`src/rtl/core/pip_pkg.sv`:
```
// ----------------------------------------------------------------------------
// Point-in-polygon test package
// Sizes, opcodes and shared types of the polygon tester.
// ----------------------------------------------------------------------------
package pip_pkg;

  localparam int MAX_VERTICES = 256;
  localparam int COORD_WIDTH  = 16;
  localparam int ADDR_W       = $clog2(MAX_VERTICES);
  localparam int CNT_W        = 9;
  localparam int IDX_W        = 8;
  localparam int DIFF_W       = COORD_WIDTH + 1;
  localparam int PROD_W       = 2 * DIFF_W;

  localparam logic OP_WRITE = 1'b0;
  localparam logic OP_QUERY = 1'b1;

  typedef struct packed {
    logic signed [COORD_WIDTH-1:0] x;
    logic signed [COORD_WIDTH-1:0] y;
  } pip_vertex_t;

  typedef struct packed {
    logic start;
    logic load_prev;
    logic diff;
    logic mul_first;
    logic mul_second;
    logic compare;
  } pip_edge_ctl_t;

endpackage

```
`src/rtl/core/pip_edge_unit.sv`:
```
// ----------------------------------------------------------------------------
// Point-in-polygon edge unit
// Shared difference, multiply and compare datapath for one edge at a time.
// ----------------------------------------------------------------------------
module pip_edge_unit import pip_pkg::*; (
  input  logic                          clk_i,
  input  logic                          rst_ni,
  input  pip_edge_ctl_t                 ctl_i,
  input  logic signed [COORD_WIDTH-1:0] px_i,
  input  logic signed [COORD_WIDTH-1:0] py_i,
  input  pip_vertex_t                   cur_i,
  output logic                          inside_o
);

  logic signed [COORD_WIDTH-1:0] px_q, py_q;
  pip_vertex_t                   prev_q;
  logic signed [DIFF_W-1:0]      a_q, b_q, c_q, d_q;
  logic                          straddle_q;
  logic signed [PROD_W-1:0]      p1_q, p2_q;
  logic                          inside_q;
  logic signed [DIFF_W-1:0]      mul_x, mul_y;
  logic signed [PROD_W-1:0]      mul_p;
  logic                          straddle;
  logic                          left;

  assign straddle = ((cur_i.y < py_q) && (prev_q.y >= py_q)) ||
                    ((prev_q.y < py_q) && (cur_i.y >= py_q));

  assign mul_x = ctl_i.mul_second ? c_q : a_q;
  assign mul_y = ctl_i.mul_second ? d_q : b_q;
  assign mul_p = PROD_W'(mul_x) * PROD_W'(mul_y);

  assign left = d_q[DIFF_W-1] ? (p1_q > p2_q) : (p1_q < p2_q);

  always_ff @(posedge clk_i) begin
    if (ctl_i.start) begin
      px_q <= px_i;
      py_q <= py_i;
    end
    if (ctl_i.load_prev || ctl_i.diff) begin
      prev_q <= cur_i;
    end
    if (ctl_i.diff) begin
      a_q <= DIFF_W'(py_q) - DIFF_W'(cur_i.y);
      b_q <= DIFF_W'(prev_q.x) - DIFF_W'(cur_i.x);
      c_q <= DIFF_W'(px_q) - DIFF_W'(cur_i.x);
      d_q <= DIFF_W'(prev_q.y) - DIFF_W'(cur_i.y);
    end
    if (ctl_i.mul_first) begin
      p1_q <= mul_p;
    end
    if (ctl_i.mul_second) begin
      p2_q <= mul_p;
    end
  end

  always_ff @(posedge clk_i or negedge rst_ni) begin
    if (!rst_ni) begin
      inside_q   <= 1'b0;
      straddle_q <= 1'b0;
    end else begin
      if (ctl_i.diff) begin
        straddle_q <= straddle;
      end
      if (ctl_i.start) begin
        inside_q <= 1'b0;
      end else if (ctl_i.compare && straddle_q && left) begin
        inside_q <= !inside_q;
      end
    end
  end

  assign inside_o = inside_q;

endmodule

```
`config.mk`:
```
export PLATFORM = sky130hd
export DESIGN_NAME = pip_edge_unit
export DESIGN_NICKNAME = d
export VERILOG_FILES = /design/src/rtl/core/pip_pkg.sv /design/src/rtl/core/pip_edge_unit.sv
export SDC_FILE = /design/constraint.sdc
export NUM_CORES = 1
export LEC_CHECK = 0
export BUFFER_PORTS_ARGS = -buffer_cell sky130_fd_sc_hd__buf_4
export CORE_ASPECT_RATIO = 0.9
export CORE_UTILIZATION = 55
export CTS_CLUSTER_DIAMETER = 60
export DETAILED_ROUTE_END_ITERATION = 8
export HOLD_SLACK_MARGIN = 0.03
export PLACE_DENSITY = 0.8
export SETUP_SLACK_MARGIN = 0.15
export SLEW_MARGIN = 20
export SYNTH_ARGS = -nofsm -noshare
export SYNTH_HDL_FRONTEND = slang
export SYNTH_SLANG_ARGS = --single-unit
```
`constraint.sdc`:
```
create_clock -name clk_i -period 9 [get_ports clk_i]
set_clock_uncertainty 0.15 [all_clocks]
set_input_delay 1.8 -clock clk_i [delete_from_list [all_inputs] [get_ports clk_i]]
set_output_delay 1.8 -clock clk_i [all_outputs]
set_load 0.03 [all_outputs]
```
==> flow_metrics.env <==
export IMPL_io_buffers=72
export IMPL_clockRootBuffer="clkbuf_16"
export IMPL_synth_top_family_by_area="adder cells"
export IMPL_period_needed_ns=8.254
export IMPL_synth_edf_count=200
export IMPL_ant_nets=0
export IMPL_muxShareOfSynthArea_pct=3.107
export IMPL_cts_sinks=202
export IMPL_die_w_um=210.0
export IMPL_dp_hpwl_um=41280
export IMPL_syn_inst=2048
export IMPL_startpoint_type="input port"
export IMPL_final_cell_mix="437 x inv_1, 300 x fa_1, 238 x nor2_1"
export IMPL_r2r_end="p1_q[33]"
export IMPL_cts_buffers=23
export IMPL_worst_endpoint_arrival_ns=8.38
export IMPL_maxSlewViolCount=0
export IMPL_die_area_um2=39740
export IMPL_vias=14540
export IMPL_synth_compound_area_share_pct=6.623
export IMPL_ioPinCount=73
export IMPL_cp_required_ns=9.13
export IMPL_drc=0
export IMPL_synth_nets=2620
export IMPL_synth_async_reset_ratio_pct=0.9901
export IMPL_hp_class="reg -> reg"
export IMPL_h_tree_depth=1
export IMPL_antenna_cells=0
export IMPL_ys_ff_latch=202
export IMPL_viasPerCell=5.384
export IMPL_final_setup_worst_slack_ns=0.7459
export IMPL_reg2reg_from="d_q[5]"
export IMPL_worst_setup_path_end_kind="flip-flop"
export IMPL_synthAdderAreaFrac_pct=39.71
export IMPL_max_cap_viol_count=0
export IMPL_crit_end="p1_q[33]"
export IMPL_regArea_um2=6056
export IMPL_wire_per_inst_um=18.51
export IMPL_seq_area_frac_synth_pct=28.27
export IMPL_drt_iter0_markers=799
export IMPL_yosys_top_cells_area="edfxtp_1 28%, fa_1 28%, ha_1 12%"
export IMPL_grt_max_degree=71
export IMPL_cts_resized=0
export IMPL_grt_pass1_wl_um=80900
export IMPL_cts_tree="built"
export IMPL_die_height_um=189.2
export IMPL_final_common_cell="inv_1"
export IMPL_synthSimpleGateAreaFrac_pct=10.99
export IMPL_grt_pass1_vias=15890
export IMPL_reg2regPathDepth=24
export IMPL_rows=68
export IMPL_core_area_um2=38370
export IMPL_ys_warn_count=0
export IMPL_synth_area_leader_cell="edfxtp_1"
export IMPL_holdBufCountCts=0
export IMPL_clock_path_buffers=3
export IMPL_tightest_slew_ns=0.8851
export IMPL_max_freq_mhz=121.2
export IMPL_hold_viol_final=0
export IMPL_setup_worst_path_start="ctl_i[1]"
export IMPL_fin_nets=2732
export IMPL_rrSetupSlack_ns=2.11
export IMPL_start_util_pct=55.83
export IMPL_multi_input_area_um2=13620
export IMPL_antenna_found_initial=0
export IMPL_netlist_area_leader_share_pct=28.03
export IMPL_maxSlewHeadroom_pct=40.99
export IMPL_syn_area_um2=21420
export IMPL_grt_use_total_pct=26.34
export IMPL_yosysUniqueCellTypes=72
export IMPL_synth_xor_area_share_pct=3.148
export IMPL_cts_setup_buffers=0
export IMPL_crit_type="in -> reg"
export IMPL_grt_ovfl_total=0
export IMPL_dp_slack_ns=0.2171
export IMPL_routed_wl_um=49990
export IMPL_gp_congestion=0.9500
export IMPL_period_share_pct=91.71
export IMPL_rsz0062_at_grt="false"
export IMPL_fillers=2983
export IMPL_avgSynthCellArea_um2=10.46
export IMPL_clkSlewWorstSetupHoldPaths_ns=0.06
export IMPL_syn2layout_area_growth_pct=10.39
export IMPL_insertion_delay_ns=0.55
export IMPL_setup_viol=0
export IMPL_path_max_fanout=19
export IMPL_first_pass_iters=5
export IMPL_fin_setup_tns_ns=0
export IMPL_synth_ff_type="edfxtp_1"
export IMPL_status="finished clean"
export IMPL_drive_above_1_share_pct=9.605
==> stage by stage <==
stage               hold WS (ns)  util, %  instance area, µm²  std cells
floorplan                 0.3309        -               21420       2048
global placement          0.4587    59.55               22850       2660
detailed placement        0.4920    59.55               22850       2660
CTS                       0.5143    61.63               23650       2701
global route              0.5796    61.63               23650       2701
finish                    0.5004    61.63               23650       2701
==> registers in the layout, indices dropped and copies added (netlist names) <==
signal / cells
p1_q: 34
p2_q: 34
c_q: 17
b_q: 17
straddle_q: 1
a_q: 17
px_q: 16
py_q: 16
prev_q: 32
d_q: 17
inside_o: 1
==> cells by family (layout without fill, tap and decap cells) <==
family / after synthesis / count (layout)
and+or+nand+nor: 535 / 535
muxes: 63 / 63
adders and majority gates: 500 / 500
xor gates and xnor gates: 77 / 77
AOI/OAI and AO/OA: 206 / 206
buffers and inverters: 465 / 593
DFF: 202 / 202
==> worst max-delay path, stage by stage <==
cell and delay [ns]:
buf_4 0.28, buf_12 0.22, mux2_2 0.47, nand2_1 0.13
fa_1 0.45, fa_1 0.51, fa_1 0.56, inv_1 0.07
fa_1 0.51, fa_1 0.50, inv_1 0.05, fa_1 0.47
inv_1 0.04, ha_1 0.37, a211oi_2 0.20, nor2_1 0.09
nor3_4 0.21, a21oi_2 0.10, nor2_2 0.17, a31oi_2 0.15
a221o_1 0.36, o21a_2 0.24, a221oi_2 0.26, xnor2_1 0.13
==> area by class of cell <==
cell class	count	area share (%)
clock buffers	25	2.465
multi-input cells	1381	57.60
inverters	437	6.936
well taps	525	2.778
repair buffers	115	3.704
clock inverters	16	0.9100
flip-flops and latches	202	25.61
==> layer usage <==
layer | track usage (%) | wire length [µm] | up-vias
met3 | 5.241 | 3618 | 111
met5 | 0 | 0 | -
li1 | - | - | 6810
met2 | 45.02 | 23570 | 465
met4 | 9.461 | 1971 | 0
met1 | 33.36 | 20820 | 7155
==> synthesized netlist by cell type, drive strengths merged (21+ instances only) <==
cell type / instances
a21o: 31
inv: 437
nand3: 21
mux2: 28
nor2: 239
fa: 300
clkbuf: 26
xnor2: 68
a21oi: 57
nor3: 33
mux2i: 35
edfxtp: 200
o21a: 26
o21ai: 31
nand2: 149
ha: 200
==> how the worst min path moves through the flow <==
stage	start	endpoint	slack [ns]	cells past startpoint
floorplan	straddle_q	straddle_q	0.33	1
global placement	inside_o	inside_o	0.46	2
detailed placement	inside_o	inside_o	0.49	2
CTS	inside_o	inside_o	0.51	2
global route	inside_o	inside_o	0.58	2
finish	inside_o	inside_o	0.50	2
Power is not shown: default switching activity piles up to over one toggle a cycle in this logic, so the estimate is an artifact.
